`src/rtl/wfba_pkg.sv`:
```
`default_nettype none

package wfba_pkg;

    // Fixed field widths of the item and result channels
    localparam int AMOUNT_W = 20;
    localparam int ID_W     = 5;
    localparam int STATUS_W = 2;

    // Item commands
    localparam logic CMD_ADD = 1'b0;
    localparam logic CMD_REQ = 1'b1;

    // Result status codes
    localparam logic [STATUS_W-1:0] STAT_STORED = 2'd0;
    localparam logic [STATUS_W-1:0] STAT_PLACED = 2'd1;
    localparam logic [STATUS_W-1:0] STAT_NOFIT  = 2'd2;
    localparam logic [STATUS_W-1:0] STAT_FULL   = 2'd3;

    // Controller states
    typedef enum logic [1:0] {
        ST_IDLE,
        ST_SCAN,
        ST_DRAIN,
        ST_RESP
    } wfba_state_t;

    // Controller to datapath commands
    typedef struct packed {
        logic load;        // capture the accepted item, restart the scan
        logic scan_issue;  // read the next table entry
        logic commit;      // apply the update and load the result register
    } wfba_cmd_t;

    // Datapath to controller status
    typedef struct packed {
        logic count_zero;  // table holds no block
        logic scan_last;   // entry being read is the last stored one
        logic out_free;    // result register can take a new result
    } wfba_stat_t;

endpackage

`default_nettype wire

```
`src/rtl/wfba_ctrl.sv`:
```
`default_nettype none

module wfba_ctrl
    import wfba_pkg::*;
(
    input  wire logic       clk,
    input  wire logic       rst_n,
    input  wire logic       in_valid,
    output logic            in_ready,
    input  wire logic       cmd,
    input  wire wfba_stat_t stat,
    output wfba_cmd_t       ctl
);

    wfba_state_t state_reg;
    wfba_state_t state_next;

    // Hold the state
    always_ff @(posedge clk or negedge rst_n)
    begin
        if (!rst_n)
        begin
            state_reg <= ST_IDLE;
        end
        else
        begin
            state_reg <= state_next;
        end
    end

    // Sequence an item: accept, scan/drain for nonempty requests, commit
    always_comb
    begin
        state_next     = state_reg;
        in_ready       = 1'b0;
        ctl.load       = 1'b0;
        ctl.scan_issue = 1'b0;
        ctl.commit     = 1'b0;
        case (state_reg)
            ST_IDLE:
            begin
                in_ready = 1'b1;
                if (in_valid)
                begin
                    ctl.load = 1'b1;
                    if (cmd == CMD_REQ && !stat.count_zero)
                    begin
                        state_next = ST_SCAN;
                    end
                    else
                    begin
                        state_next = ST_RESP;
                    end
                end
            end
            ST_SCAN:
            begin
                ctl.scan_issue = 1'b1;
                if (stat.scan_last)
                begin
                    state_next = ST_DRAIN;
                end
            end
            ST_DRAIN:
            begin
                state_next = ST_RESP;
            end
            ST_RESP:
            begin
                if (stat.out_free)
                begin
                    ctl.commit = 1'b1;
                    state_next = ST_IDLE;
                end
            end
            default:
            begin
                state_next = ST_IDLE;
            end
        endcase
    end

endmodule

`default_nettype wire

```
`src/rtl/wfba_dpath.sv`:
```
`default_nettype none

module wfba_dpath
    import wfba_pkg::*;
#(
    parameter int NUM_BLOCKS = 16,
    parameter int SIZE_BITS  = 20
)
(
    input  wire logic                clk,
    input  wire logic                rst_n,
    input  wire logic                cmd,
    input  wire logic [AMOUNT_W-1:0] amount,
    input  wire wfba_cmd_t           ctl,
    output wfba_stat_t               stat,
    output logic                     out_valid,
    input  wire logic                out_ready,
    output logic [STATUS_W-1:0]      status,
    output logic [ID_W-1:0]          chosen_id,
    output logic [AMOUNT_W-1:0]      chosen_size,
    output logic [AMOUNT_W-1:0]      leftover
);

    localparam int SW    = (SIZE_BITS < AMOUNT_W) ? SIZE_BITS : AMOUNT_W;
    localparam int IDX_W = (NUM_BLOCKS > 1) ? $clog2(NUM_BLOCKS) : 1;
    localparam int CNT_W = $clog2(NUM_BLOCKS + 1);

    // Block table and flags
    logic [SW-1:0]         size_mem [NUM_BLOCKS];
    logic [NUM_BLOCKS-1:0] used_reg;
    logic [CNT_W-1:0]      count_reg;

    // Captured item
    logic                  cmd_reg;
    logic [SW-1:0]         amt_reg;

    // Scan pipeline: read stage then compare stage
    logic [IDX_W-1:0]      scan_idx_reg;
    logic [SW-1:0]         rd_data_reg;
    logic [IDX_W-1:0]      cmp_idx_reg;
    logic                  cmp_valid_reg;
    logic                  found_reg;
    logic [IDX_W-1:0]      best_idx_reg;
    logic [SW-1:0]         best_size_reg;

    // Result register
    logic                  out_valid_reg;
    logic [STATUS_W-1:0]   status_reg;
    logic [ID_W-1:0]       id_reg;
    logic [AMOUNT_W-1:0]   size_reg;
    logic [AMOUNT_W-1:0]   left_reg;

    logic                  full;
    logic                  fits;
    logic                  take;
    logic                  mem_we;
    logic                  place;
    logic [CNT_W:0]        add_id_wide;
    logic [IDX_W:0]        best_id_wide;
    logic [SW-1:0]         left_calc;
    logic [STATUS_W-1:0]   res_status;
    logic [ID_W-1:0]       res_id;
    logic [AMOUNT_W-1:0]   res_size;
    logic [AMOUNT_W-1:0]   res_left;

    assign full   = (count_reg == CNT_W'(NUM_BLOCKS));
    assign fits   = found_reg && (best_size_reg >= amt_reg);
    assign take   = cmp_valid_reg && !used_reg[cmp_idx_reg]
                    && (!found_reg || rd_data_reg > best_size_reg);
    assign mem_we = ctl.commit && (cmd_reg == CMD_ADD) && !full;
    assign place  = ctl.commit && (cmd_reg == CMD_REQ) && fits;

    assign add_id_wide  = {1'b0, count_reg} + (CNT_W + 1)'(1);
    assign best_id_wide = {1'b0, best_idx_reg} + (IDX_W + 1)'(1);
    assign left_calc    = best_size_reg - amt_reg;

    // Form the result of the current item
    always_comb
    begin
        res_status = STAT_NOFIT;
        res_id     = '0;
        res_size   = '0;
        res_left   = '0;
        if (cmd_reg == CMD_ADD)
        begin
            if (full)
            begin
                res_status = STAT_FULL;
            end
            else
            begin
                res_status = STAT_STORED;
                res_id     = ID_W'(add_id_wide);
                res_size   = AMOUNT_W'(amt_reg);
            end
        end
        else if (fits)
        begin
            res_status = STAT_PLACED;
            res_id     = ID_W'(best_id_wide);
            res_size   = AMOUNT_W'(best_size_reg);
            res_left   = AMOUNT_W'(left_calc);
        end
    end

    // Capture the item payload
    always_ff @(posedge clk)
    begin
        if (ctl.load)
        begin
            cmd_reg <= cmd;
            amt_reg <= SW'(amount);
        end
    end

    // Table memory: one write port, one registered read port
    always_ff @(posedge clk)
    begin
        if (mem_we)
        begin
            size_mem[count_reg[IDX_W-1:0]] <= amt_reg;
        end
        rd_data_reg <= size_mem[scan_idx_reg];
        cmp_idx_reg <= scan_idx_reg;
    end

    // Advance the scan index
    always_ff @(posedge clk or negedge rst_n)
    begin
        if (!rst_n)
        begin
            scan_idx_reg  <= '0;
            cmp_valid_reg <= 1'b0;
        end
        else
        begin
            cmp_valid_reg <= ctl.scan_issue;
            if (ctl.load)
            begin
                scan_idx_reg <= '0;
            end
            else if (ctl.scan_issue)
            begin
                scan_idx_reg <= scan_idx_reg + IDX_W'(1);
            end
        end
    end

    // Track the largest free block, lowest id on ties
    always_ff @(posedge clk or negedge rst_n)
    begin
        if (!rst_n)
        begin
            found_reg <= 1'b0;
        end
        else if (ctl.load)
        begin
            found_reg <= 1'b0;
        end
        else if (take)
        begin
            found_reg <= 1'b1;
        end
    end

    always_ff @(posedge clk)
    begin
        if (take)
        begin
            best_idx_reg  <= cmp_idx_reg;
            best_size_reg <= rd_data_reg;
        end
    end

    // Update count and used flags on commit
    always_ff @(posedge clk or negedge rst_n)
    begin
        if (!rst_n)
        begin
            count_reg <= '0;
            used_reg  <= '0;
        end
        else
        begin
            if (mem_we)
            begin
                count_reg                       <= count_reg + CNT_W'(1);
                used_reg[count_reg[IDX_W-1:0]] <= 1'b0;
            end
            if (place)
            begin
                used_reg[best_idx_reg] <= 1'b1;
            end
        end
    end

    // Hold the result until the transfer
    always_ff @(posedge clk or negedge rst_n)
    begin
        if (!rst_n)
        begin
            out_valid_reg <= 1'b0;
        end
        else if (ctl.commit)
        begin
            out_valid_reg <= 1'b1;
        end
        else if (out_ready)
        begin
            out_valid_reg <= 1'b0;
        end
    end

    always_ff @(posedge clk)
    begin
        if (ctl.commit)
        begin
            status_reg <= res_status;
            id_reg     <= res_id;
            size_reg   <= res_size;
            left_reg   <= res_left;
        end
    end

    assign stat.count_zero = (count_reg == '0);
    assign stat.scan_last  = (CNT_W'(scan_idx_reg) == count_reg - CNT_W'(1));
    assign stat.out_free   = !out_valid_reg || out_ready;

    assign out_valid   = out_valid_reg;
    assign status      = status_reg;
    assign chosen_id   = id_reg;
    assign chosen_size = size_reg;
    assign leftover    = left_reg;

endmodule

`default_nettype wire

```
`src/rtl/worst_fit_block_allocator.sv`:
```
// Worst-fit allocator over a table of NUM_BLOCKS fixed-size blocks.
// Input channel (in_valid/in_ready): cmd selects add (store a block of size
// amount, ids count up from 1) or request (place amount in the largest free
// block, lowest id on equal sizes). Output channel (out_valid/out_ready):
// exactly one result per item with status, chosen_id, chosen_size, leftover.
// Timing: one item at a time. An add, or a request on an empty table, is
// accepted and then committed; any other request runs, in between, the
// scan of the stored blocks, which reads one entry per cycle from the
// single memory read port, followed by one compare stage. The result
// appears in the output register the cycle after commit.
// The output register parts the two channels: a stalled receiver holds the
// result, while the next item is accepted and processed up to its commit,
// which waits until the held result transfers.
// Reset clears the block count, the used flags and the output valid; block
// sizes need no clearing since only stored entries are scanned.
`default_nettype none

module worst_fit_block_allocator
    import wfba_pkg::*;
#(
    parameter int NUM_BLOCKS = 16,
    parameter int SIZE_BITS  = 20
)
(
    input  wire logic                clk,
    input  wire logic                rst_n,
    input  wire logic                in_valid,
    output logic                     in_ready,
    input  wire logic                cmd,
    input  wire logic [AMOUNT_W-1:0] amount,
    output logic                     out_valid,
    input  wire logic                out_ready,
    output logic [STATUS_W-1:0]      status,
    output logic [ID_W-1:0]          chosen_id,
    output logic [AMOUNT_W-1:0]      chosen_size,
    output logic [AMOUNT_W-1:0]      leftover
);

    wfba_cmd_t  ctl;
    wfba_stat_t stat;

    wfba_ctrl u_ctrl (
        .clk      (clk),
        .rst_n    (rst_n),
        .in_valid (in_valid),
        .in_ready (in_ready),
        .cmd      (cmd),
        .stat     (stat),
        .ctl      (ctl)
    );

    wfba_dpath #(
        .NUM_BLOCKS (NUM_BLOCKS),
        .SIZE_BITS  (SIZE_BITS)
    ) u_dpath (
        .clk         (clk),
        .rst_n       (rst_n),
        .cmd         (cmd),
        .amount      (amount),
        .ctl         (ctl),
        .stat        (stat),
        .out_valid   (out_valid),
        .out_ready   (out_ready),
        .status      (status),
        .chosen_id   (chosen_id),
        .chosen_size (chosen_size),
        .leftover    (leftover)
    );

`ifndef SYNTH
    // An accepted item keeps the input closed in the next cycle
    assert property (@(posedge clk) disable iff (!rst_n)
        (in_valid && in_ready) |=> !in_ready)
        else $error("input reopened right after a transfer");

    // A new result comes only from a commit, never while idle
    assert property (@(posedge clk) disable iff (!rst_n)
        $rose(out_valid) |-> !$past(in_ready))
        else $error("result raised without a commit");

    // A placed request never leaves more than the block size
    assert property (@(posedge clk) disable iff (!rst_n)
        (out_valid && status == STAT_PLACED) |-> (leftover <= chosen_size))
        else $error("leftover exceeds chosen block size");

    // No-fit and table-full results carry empty fields
    assert property (@(posedge clk) disable iff (!rst_n)
        (out_valid && (status == STAT_NOFIT || status == STAT_FULL))
        |-> (chosen_id == '0 && chosen_size == '0 && leftover == '0))
        else $error("empty result carries data");
`endif

endmodule

`default_nettype wire

```
`config.mk`:
```
export PLATFORM = sky130hd
export DESIGN_NAME = worst_fit_block_allocator
export DESIGN_NICKNAME = d
export VERILOG_FILES = /design/src/rtl/wfba_pkg.sv /design/src/rtl/wfba_ctrl.sv /design/src/rtl/wfba_dpath.sv /design/src/rtl/worst_fit_block_allocator.sv
export SDC_FILE = /design/constraint.sdc
export NUM_CORES = 1
export LEC_CHECK = 0
export BUFFER_PORTS_ARGS = -buffer_cell sky130_fd_sc_hd__buf_4
export CORE_MARGIN = 2
export CORE_UTILIZATION = 50
export CTS_CLUSTER_SIZE = 30
export DETAILED_ROUTE_END_ITERATION = 7
export PLACE_DENSITY = 0.67
export SETUP_SLACK_MARGIN = 0.15
export SYNTH_ARGS = -nofsm -noshare
export SYNTH_HDL_FRONTEND = slang
export SYNTH_HIERARCHICAL = 1
export SYNTH_SLANG_ARGS = --single-unit
```
`constraint.sdc`:
```
create_clock -name clk -period 8.79 [get_ports clk]
set_clock_uncertainty 0.1 [all_clocks]
set_input_delay 0.4395 -clock clk [delete_from_list [all_inputs] [get_ports clk]]
set_output_delay 0.4395 -clock clk [all_outputs]
set_load 0.01 [all_outputs]
```
==> impl_results.md, run 1 <==
* Final wirelength at 40.7 mm
* Routed wire per std cell at 23.6 µm
* Number of synthesized flops with an enable pin at 412
* Post-CTS Setup Inserts at 0
* Largest net degree at the start of global routing at 55
* Via density at 5.80
* Vias post-DR at 10000
* Die area at 39900 µm²
* Initial core utilization at 50.8%
* Worst min-delay path class: in -> reg
* #FFs+latches synth at 466
* Max reg flops at 320
* Critical Path AT at 4.12 ns
* Unique cell type count in the Yosys netlist at 64
* Max stage delay on crit path at 0.70 ns
* Vias in the first global route at 10000
* Clock Sinks at 466
* Synthesized instance count at 1063
* Relative slew slack at 29.9%
* Slowest CP cell: a221o_2
* Row count at 71
* H-Tree Depth at 2
* GRT overflow at 0
* Antenna violations before repair at 0
* Place WS at 4.95 ns
* Final-layout fill cell count at 2859
* Syn Area/Cell at 18.0 µm²
* RSZ-0062 raised after global routing: false
* Slew @ Worst Pin at 1.05 ns
* Max_cap viols at 0
* Final min period at 3.82 ns
* CP cell instances: inv_1 -> ha_1 -> nand4_2 -> nor4_1 -> or3_4 -> inv_2 -> a221o_2 -> nor4_2
* Status: finished, final reports clean
* I/O pin cnt at 74
* Top FF cell, synth: edfxtp_1
* Final Power at 6.93 mW
* RR Startpoint: u_dpath/amt_reg[13]$_DFFE_PP_
* Multi-input logic area at 5230 µm²
* Peak fanout along the critical path at 45
* Root Buffer: clkbuf_16
* Initial detailed-routing violation count at 825
* Final setup viols at 0
* Drt drc at 0
* Worst r2r path cells at 8
* Number of detailed-route iterations in the first pass at 5
* PortBufs at 73
* R2R setup slack at 4.97 ns
* Cts bufs inserted at 49
* Die W at 200 µm
* Total track usage at 21.3%
* Core Region at 37700 µm²
* Worst EP required at 9.10 ns
* Post-Syn Nets at 1143
* End of the critical path: u_dpath/leftover[9]$_SDFFCE_PN0P_
* Setup TNS at 0 ns
* Fraction of registers with async set/reset at 6.44%
* DRT antenna net count at 0
* CTS tree: done
* Netlist Area Pre-Place at 19100 µm²
* Routability cong. at 0.883
* Final Slew Violations at 0
* Clock insertion delay at the later pin of the skew report at 0.58 ns
* Post-CTS sizing at 0
* Top Layer Used: met4
* Placed cells at 1612
* Leak pwr at 7.58 nW
* Die height at 200 µm
* Post-route insts no fill at 1726
* M1 WL at 17.9 mm
* Synth warnings at 6
* Final HPWL from detailed placement at 24.5 mm
* FMAX at 262 MHz
* CTS Buffer Depth at 3
* Startpoint Class: register
* First-pass GRT wire length at 61.9 mm
* Endpoints failing hold at 0
* Layout cell share with drive strength beyond 1 at 24.4%
* Final net count at 1254
* Setup crit start: u_dpath/amt_reg[13]$_DFFE_PP_
* P per Cell Area at 314 nW/µm²
* Kind of critical path: reg -> reg
* Fin crit share at 43.5%
* Area grow syn2layout at 15.4%
* Wire length on met3 at 2.34 mm
* Sequential element share of the synthesized area at 71.1%
* Critical path endpoint category: register
* Seq. cell area at 13600 µm²
* Met2 Routed Length at 19.6 mm
* FF-to-FF End: u_dpath/leftover[9]$_SDFFCE_PN0P_
* Peak VDD IR at 0.163 mV
* Clock transition at path regs at 0.06 ns
* Diode count at 0
* Final worst slack at 4.97 ns
[how the worst min path moves through the flow]
stage	from	to	slack [ns]	depth (start not counted)
global route	out_ready	u_dpath/out_valid$_DFFE_PN0P_	0.12	3
floorplan	rst_n	u_ctrl/state_reg[0]$_DFFE_PN0P_	0.04	0
CTS	out_ready	u_dpath/out_valid$_DFFE_PN0P_	0.07	3
detailed placement	rst_n	u_dpath/used_reg[14]$_DFF_PN0_	0.30	1
global placement	rst_n	u_dpath/used_reg[14]$_DFF_PN0_	0.30	1
finish	out_ready	u_dpath/out_valid$_DFFE_PN0P_	0.1	3
[layout by cell type (no fill, tap or decap), types with 4 or more instances in the layout]
cell type      netlist  final
clkbuf_1            21     11
buf_4                2     81
a31oi_1              5      5
o21ai_0             43     43
clkinv_1             0     12
nand3_1             15     15
xor2_1              11     11
inv_1               56     56
clkinv_2             0      6
dfxtp_1             24     24
and2_1               5      4
edfxtp_1           412    412
o211ai_1             5      5
o22ai_1             25     25
xnor2_1             11     11
nor3_1               5      4
a21oi_1             25     25
or3_1                4      4
nand4_1             12     12
nand2_1             25     25
mux4_2             105    105
dfrtp_1             30     28
a211oi_1             4      4
nor2b_1              6      5
nor2_4               0     14
dlygate4sd3_1        0     22
ha_1                54     54
clkbuf_16            0     51
nor3_2               7      8
mux2i_1              7      7
o31ai_1              4      4
a21o_1              14     14
nor2_1              46     31
nand2b_1            11     11
[per-stage QoR]
stage	utilization, %	area [µm²]	hold slack, ns
after floorplan	-	19100	0.0439
after global placement	53.9	20300	0.299
after detailed placement	53.9	20300	0.303
after CTS	58.6	22100	0.0716
after global routing	58.6	22100	0.117
final	58.6	22100	0.0991
[kinds of logic (layout without fill, tap and decap cells)]
kind of cell / count (synthesis) / after routing / share of synthesized area [%]
DFF: 466 / 466 / 71.1
buffers and inverters: 101 / 253 / 2.26
muxes: 112 / 112 / 12.7
xor gates and xnor gates: 22 / 22 / 1.01
adders and majority gates: 55 / 55 / 3.63
and+or+nand+nor: 157 / 157 / 4.39
AOI/OAI and AO/OA: 150 / 150 / 4.93
[worst max-delay path, delay by kind of cell, from the launching register on]
kind / cells / cell delay, ns
DFF: 1 / 0.65
buffers and inverters: 2 / 0.27
adders and majority gates: 1 / 0.53
AOI/OAI and AO/OA: 1 / 0.70
and+or+nand+nor: 4 / 1.36
[what timing repair did]
action / 4_1_cts / 5_1_grt
endpoints found under the hold margin: 51 / 0
setup endpoints to repair: 0 / 0
hold buffers: 22 / 0
[layer usage]
| layer | global-route usage, % | vias to the layer above |
|---|---|---|
| met4 | 5.16 | 0 |
| li1 | - | 4470 |
| met3 | 3.83 | 62 |
| met2 | 34.3 | 300 |
| met5 | 0 | - |
| met1 | 30.5 | 5186 |
[area by class of cell]
type | instances | share of cell area (%)
flip-flops and latches | 466 | 61.6
multi-input cells | 496 | 23.7
clock buffers | 64 | 6.09
repair buffers | 103 | 3.75
well taps | 511 | 2.89
inverters | 58 | 0.991
clock inverters | 28 | 0.963
[cell usage after synthesis, drive strengths merged (4+ instances only)]
library cell / n / area (µm²)
a21oi: 25 / 125
and2: 6 / 38.8
ha: 54 / 676
nand4: 13 / 87.6
a211oi: 4 / 30.0
edfxtp: 412 / 12400
xnor2: 11 / 96.3
inv: 57 / 214
xor2: 11 / 96.3
dfxtp: 24 / 480
nand3: 15 / 75.1
a31oi: 5 / 31.3
o22ai: 26 / 169
nor2b: 6 / 37.5
nor2: 46 / 173
mux4: 105 / 2360
clkbuf: 21 / 78.8
or3: 5 / 36.3
mux2i: 7 / 70.1
nor3: 12 / 95.1
o21ai: 45 / 225
nand2: 25 / 93.8
nand2b: 11 / 68.8
a21o: 14 / 105
buf: 22 / 135
o31ai: 4 / 30.0
o211ai: 5 / 37.5
dfrtp: 30 / 751
[power breakdown]
| part | switching [mW] | internal, mW |
|---|---|---|
| Combinational | 0.993 | 0.863 |
| Sequential | 0.273 | 2.82 |
| Clock | 0.846 | 1.14 |
| Total | 2.11 | 4.82 |
No activity file was read; power rests on OpenSTA's default activity.
==> run 2, diff against run 1 <==
clock period = 3.7 ns   (was 8.79 ns; I/O delays follow)
==> run 2 against run 1 <==
Net effect:
- highest routed layer unchanged
- largest cell class unchanged
- power up 140%
- design area up 1.2%
- core utilization up 0.70 points
- non-clock buffer count up 37
- via count up 2.0%
- sequential cell count unchanged
- die area unchanged
- global-route usage up 1.2 points
- count of clock-buffer cells in the layout up 4
- cell count up 2.0%
- combinational power up 150%
==> impl_results.md, run 2 (synthesis results as in run 1) <==
* GRT overflow at 0 (unchanged)
* Antenna violations before repair at 0 (unchanged)
* Layout cell share with drive strength beyond 1 at 26.6% (+2.2 points)
* Number of detailed-route iterations in the first pass at 5 (unchanged)
* Largest net degree at the start of global routing at 54 (-1.8%)
* Worst r2r path cells at 9 (+1)
* Pint at 11.5 mW (+140%)
* Final-layout fill cell count at 2869 (+0.35%)
* Slew @ Worst Pin at 1.02 ns (-0.0246 ns)
* Slowest CP cell: edfxtp_1
* PortBufs at 73 (unchanged)
* Commonest non-fill, non-tap cell in the layout: edfxtp_1
* H-Tree Depth at 2 (unchanged)
* Die height at 200 µm (unchanged)
* Top Layer Used: met4
* Relative slew slack at 32.0% (+2.0 points)
* I/O pin cnt at 74 (unchanged)
* Routability cong. at 0.887 (+0.54%)
* Die W at 200 µm (unchanged)
* Clock transition at path regs at 0.06 ns (about the same)
* Status: finished, final reports clean
* Most frequent cells in the layout: edfxtp_1, buf_4, mux4_2
* Clock insertion delay at the later pin of the skew report at 0.58 ns (about the same)
* RSZ-0062 raised after global routing: false
* Critical Path AT at 3.63 ns (-0.49 ns)
* CTS Buffer Depth at 3 (unchanged)
* Initial detailed-routing violation count at 876 (+6.2%)
* Final HPWL from detailed placement at 25.7 mm (+4.7%)
* Worst EP required at 3.99 ns (-5.11 ns)
* CP cell instances: inv_1 -> ha_1 -> nand2_1 -> o21ai_0 -> a31oi_1 -> and2_1 -> a221o_2 -> buf_12 -> a211oi_1
* DRT antenna net count at 0 (unchanged)
* Routed wire per std cell at 24.5 µm (+4.0%)
* Peak VDD IR at 0.344 mV (+110%)
* Vias in the first global route at 10100 (+0.27%)
* Initial core utilization at 50.8% (unchanged)
* Peak fanout along the critical path at 28 (-38%)
* Psw at 4.98 mW (+140%)
* Row count at 71 (unchanged)
* Final wirelength at 43.1 mm (+6.0%)
* Area grow syn2layout at 16.8%
* Wire length on met3 at 2.74 mm (+17%)
* Drt drc at 0 (unchanged)
* Startpoint Class: register
* Vias post-DR at 10200 (+2.0%)
* M1 WL at 18.6 mm (+3.7%)
* Post-CTS sizing at 0 (unchanged)
* Final net count at 1290 (+2.9%)
* Clock Sinks at 466 (unchanged)
* Worst min-delay path class: in -> reg
* Max reg flops at 320 (unchanged)
* Clock power frac at 27.9% (-0.8 points)
* Cts bufs inserted at 48 (-2.0%)
* Critical path endpoint category: register
* CTS tree: done
* Endpoints failing hold at 0 (unchanged)
* Logic pwr share at 27.8% (+1.0 points)
* Final Slew Violations at 0 (unchanged)
* Diode count at 0 (unchanged)
* Sw Ratio at 30.2% (-0.25 points)
* Final min period at 3.35 ns (-0.473 ns)
* Core Region at 37700 µm² (unchanged)
* Kind of critical path: reg -> reg
* Total track usage at 22.5% (+1.2 points)
* P per Cell Area at 738 nW/µm² (+140%)
* Fin crit share at 90.5% (+47 points)
* Via density at 5.80 (about the same)
* Setup TNS at 0 ns (unchanged)
* Seq pwr share at 44.3% (-0.2 points)
* FMAX at 299 MHz (+14%)
* Final Core Density at 59.3% (+0.70 points)
* Max_cap viols at 0 (unchanged)
* Root Buffer: clkbuf_16
* Max stage delay on crit path at 0.63 ns (-0.07 ns)
* Die area at 39900 µm² (unchanged)
* Final setup viols at 0 (unchanged)
* First-pass GRT wire length at 63.7 mm (+2.9%)
* Worst Hold Depth at 2 (-1)
* Met2 Routed Length at 20.6 mm (+5.0%)
* Leak pwr at 7.79 nW (+2.8%)
run 2: power groups by stage:
stage	clock [mW]	sequential [mW]	combinational [mW]
global route	4.88	7.41	5.03
floorplan	0	7.18	3.21
detailed placement	0	7.43	4.57
finish	4.60	7.31	4.59
CTS	4.67	7.32	4.62
global placement	0	7.40	4.52
run 2: worst paths after layout:
path                                           startpoint                                   to  slack [ns]
max                          u_dpath/amt_reg[9]$_DFFE_PP_   u_dpath/leftover[17]$_SDFFCE_PN0P_        0.35
max in group asynchronous                           rst_n  u_dpath/scan_idx_reg[0]$_DFFE_PN0P_        2.76
max reg2reg                  u_dpath/amt_reg[9]$_DFFE_PP_   u_dpath/leftover[17]$_SDFFCE_PN0P_        0.35
min                                            amount[10]        u_dpath/amt_reg[10]$_DFFE_PP_        0.22
min in group asynchronous                           rst_n       u_dpath/used_reg[14]$_DFF_PN0_        0.55
min reg2reg                u_dpath/rd_data_reg[6]$_DFF_P_   u_dpath/best_size_reg[6]$_DFFE_PP_        0.34
run 2: area by class of cell:
type / instances / area, µm² / area share, %
clock buffer: 68 / 1380 / 6.16
clock inverter: 21 / 143 / 0.638
inverter: 58 / 219 / 0.980
multi-input combinational: 496 / 5160 / 23.1
sequential: 466 / 13600 / 60.9
tap: 511 / 639 / 2.86
timing repair buffer: 140 / 1200 / 5.37
run 2: per-layer routing:
metal  track usage [%]  vias to the layer above
met5                 0                        -
met4              7.96                        0
met3              3.92                       62
met2              35.7                      339
met1              31.6                     5260
li1                  -                     4554
run 2: metrics by stage:
stage | hold slack, ns | area (µm²) | total power, mW | std cells | setup slack, ns
floorplan | -0.211 | 19200 | 10.4 | 1063 | 0.193
global placement | 0.0400 | 20500 | 11.9 | 1640 | 0.456
detailed placement | 0.0496 | 20500 | 12.0 | 1640 | 0.368
CTS | 0.189 | 22300 | 16.6 | 1755 | 0.320
global route | 0.221 | 22400 | 17.3 | 1760 | 0.152
finish | 0.221 | 22400 | 16.5 | 1760 | 0.353
run 2: timing repair:
| item | CTS | global route |
|---|---|---|
| hold buffers | 26 | 0 |
| buffers inserted | 0 | 5 |
| endpoints found under the hold margin | 54 | 0 |
| setup endpoints to repair | 0 | 17 |
run 2: worst max-delay path: cells and delay by family, from the launching register on:
kind | cells | cell delay (ns)
simple gates | 2 | 0.31
fa+ha+maj | 1 | 0.53
buf+inv | 2 | 0.34
flops | 1 | 0.63
compound gates | 4 | 1.23
==> run 3, diff against run 2 <==
GPL_ROUTABILITY_DRIVEN = 0   (was unset)
clock period = 3.5 ns   (was 3.7 ns; I/O delays follow)
==> run 3 against run 2 <==
Net effect:
- routed wire length grew 1.5%
- critical endpoint unchanged
- power grew 6.1%
- clock power grew 5.9%
- sequential power grew 5.3%
- first-iteration DRC count grew 9.8%
- sequential share of layout area shrank 0.35 points
- combinational power grew 7.2%
- fmax grew 8.1%
- via count grew 2.2%
- count of clock-buffer cells in the layout is the same
- worst hold slack gained 0.0039 ns
==> impl_results.md, run 3 (synthesis results as in run 1) <==
* Status: finished, final reports clean
* H-Tree Depth at 2 (unchanged)
* Initial core utilization at 50.8% (unchanged)
* Top Usage Layer GRT: met2
* RR Startpoint: u_dpath/amt_reg[6]$_DFFE_PP_
* FF-to-FF End: u_dpath/leftover[17]$_SDFFCE_PN0P_
* Fin crit share at 88.5% (-2.0 points)
* Endpoints failing hold at 0 (unchanged)
* Drt drc at 0 (unchanged)
* Relative slew slack at 36.6% (+4.6 points)
* Kind of critical path: reg -> reg
* Die height at 200 µm (unchanged)
* CTS tree: done
* Hold Path Sink: u_dpath/amt_reg[3]$_DFFE_PP_
* Antenna violations before repair at 0 (unchanged)
* Clock transition at path regs at 0.06 ns (about the same)
* Vias in the first global route at 10200 (+1.5%)
* Root Buffer: clkbuf_16
* Diode count at 0 (unchanged)
* Number of detailed-route iterations in the first pass at 5 (unchanged)
* I/O pin cnt at 74 (unchanged)
* Final-layout fill cell count at 2843 (-0.91%)
* GR Util met1 at 31.9% (+0.25 points)
* R2R setup slack at 0.40 ns (+0.05 ns)
* Peak VDD IR at 0.337 mV (-2.0%)
* Largest net degree at the start of global routing at 55 (+1.9%)
* Worst r2r path cells at 9 (unchanged)
* Final wirelength at 43.8 mm (+1.5%)
* Initial detailed-routing violation count at 962 (+9.8%)
* GR Util met2 at 36.7% (+0.98 points)
* FMAX at 323 MHz (+8.1%)
* Max_cap viols at 0 (unchanged)
* Cts bufs inserted at 47 (-2.1%)
* Peak fanout along the critical path at 24 (-14%)
* Leak pwr at 7.88 nW (+1.2%)
* P per Cell Area at 778 nW/µm² (+5.5%)
* GRT overflow at 0 (unchanged)
* Total track usage at 22.4% (-0.057 points)
* Worst EP required at 3.77 ns (-0.22 ns)
* Final Power at 17.5 mW (+6.1%)
* DRT antenna net count at 0 (unchanged)
* PortBufs at 73 (unchanged)
* Critical path endpoint category: register
* Most frequent cells in the layout: edfxtp_1, buf_4, mux4_2
* Via density at 5.87 (+1.2%)
* Final HPWL from detailed placement at 25.7 mm (about the same)
* Final net count at 1308 (+1.4%)
* Slew @ Worst Pin at 0.951 ns (-0.0696 ns)
* Final setup viols at 0 (unchanged)
* First-pass GRT wire length at 64.5 mm (+1.2%)
* Die area at 39900 µm² (unchanged)
* Routed wire per std cell at 24.6 µm (+0.47%)
* Clock insertion delay at the later pin of the skew report at 0.57 ns (about the same)
* CTS Buffer Depth at 3 (unchanged)
* Max reg flops at 320 (unchanged)
* Worst Hold Depth at 2 (unchanged)
* Startpoint Class: register
* Vias post-DR at 10400 (+2.2%)
* Layout cell share with drive strength beyond 1 at 27.9% (+1.4 points)
* Critical Path AT at 3.37 ns (-0.26 ns)
* Met3 usage at 3.19% (-0.73 points)
* Row count at 71 (unchanged)
* Area grow syn2layout at 17.4%
* Commonest non-fill, non-tap cell in the layout: edfxtp_1
* RSZ-0062 raised after global routing: false
* Final min period at 3.10 ns (-0.250 ns)
* Core Region at 37700 µm² (unchanged)
* Final Slew Violations at 0 (unchanged)
* Worst min-delay path class: in -> reg
* Die W at 200 µm (unchanged)
* Clock Sinks at 466 (unchanged)
* Hold path startpoint: amount[3]
* Setup TNS at 0 ns (unchanged)
## run 3: cell types whose count changed in the layout (fill, tap and decap cells not counted), moves of 2 or more
cell and delta:
clkbuf_8 -2, clkinv_1 -5, clkinvlp_4 +2, clkinv_4 -2, clkinv_2 +4, buf_4 +20
## run 3: worst max-delay path: stages (launching register included)
cell      delay, ns
edfxtp_1       0.69
inv_1          0.13
ha_1           0.40
and3_1         0.24
nand4_1        0.11
a21o_1         0.21
and2_1         0.18
a221o_2        0.42
buf_12         0.18
a211oi_1       0.24
## run 3: area by class of cell
type | instances | area [µm²] | area share, %
Timing Repair Buffer | 159 | 1330 | 5.92
Tap cell | 511 | 639 | 2.84
Multi-Input combinational cell | 496 | 5160 | 23.0
Sequential cell | 466 | 13600 | 60.5
Inverter | 58 | 219 | 0.974
Clock inverter | 20 | 141 | 0.629
Clock buffer | 68 | 1380 | 6.13
## run 3: worst max path at each step
| stage | from | to | depth (start not counted) |
|---|---|---|---|
| 3_5_place_dp | u_dpath/amt_reg[15]$_DFFE_PP_ | u_dpath/leftover[17]$_SDFFCE_PN0P_ | 9 |
| 6_report | u_dpath/amt_reg[6]$_DFFE_PP_ | u_dpath/leftover[17]$_SDFFCE_PN0P_ | 9 |
| 4_1_cts | u_dpath/amt_reg[15]$_DFFE_PP_ | u_dpath/leftover[17]$_SDFFCE_PN0P_ | 9 |
| 2_1_floorplan | u_dpath/out_valid$_DFFE_PN0P_ | u_dpath/size_mem[11][0]$_DFFE_PP_ | 7 |
| 3_3_place_gp | u_dpath/amt_reg[15]$_DFFE_PP_ | u_dpath/leftover[9]$_SDFFCE_PN0P_ | 9 |
| 5_1_grt | u_dpath/amt_reg[14]$_DFFE_PP_ | u_dpath/leftover[17]$_SDFFCE_PN0P_ | 9 |
## run 3: where the power goes
part | leakage, nW | internal, mW | switching, mW | total, mW
Sequential | 4.33 | 7.06 | 0.639 | 7.70
Combinational | 2.80 | 2.32 | 2.60 | 4.92
Clock | 0.752 | 2.81 | 2.05 | 4.87
Total | 7.88 | 12.2 | 5.29 | 17.5
## run 3: metal layers
layer | vias up | part of all wire, %
li1 | 4568 | -
met1 | 5402 | 42
met2 | 403 | 49
met3 | 70 | 7.2
met4 | 0 | 2.1
met5 | - | 0
## run 3: repair_timing
action                     in CTS  in global routing
setup buffers                   0                 21
hold buffers                   26                  0
setup endpoints to repair       0                 18
hold endpoints to repair       54                  0
gates resized for setup         0                  1
## run 3: through the flow
stage	hold WS [ns]	utilization [%]	instances	cell area, µm²	worst slack, ns
CTS	0.200	59.3	1757	22300	0.272
global placement	0.0290	54.5	1643	20500	0.408
detailed placement	0.0371	54.5	1643	20500	0.318
global route	0.211	59.7	1778	22500	0.195
floorplan	-0.221	-	1063	19200	0.0241
finish	0.225	59.7	1778	22500	0.403
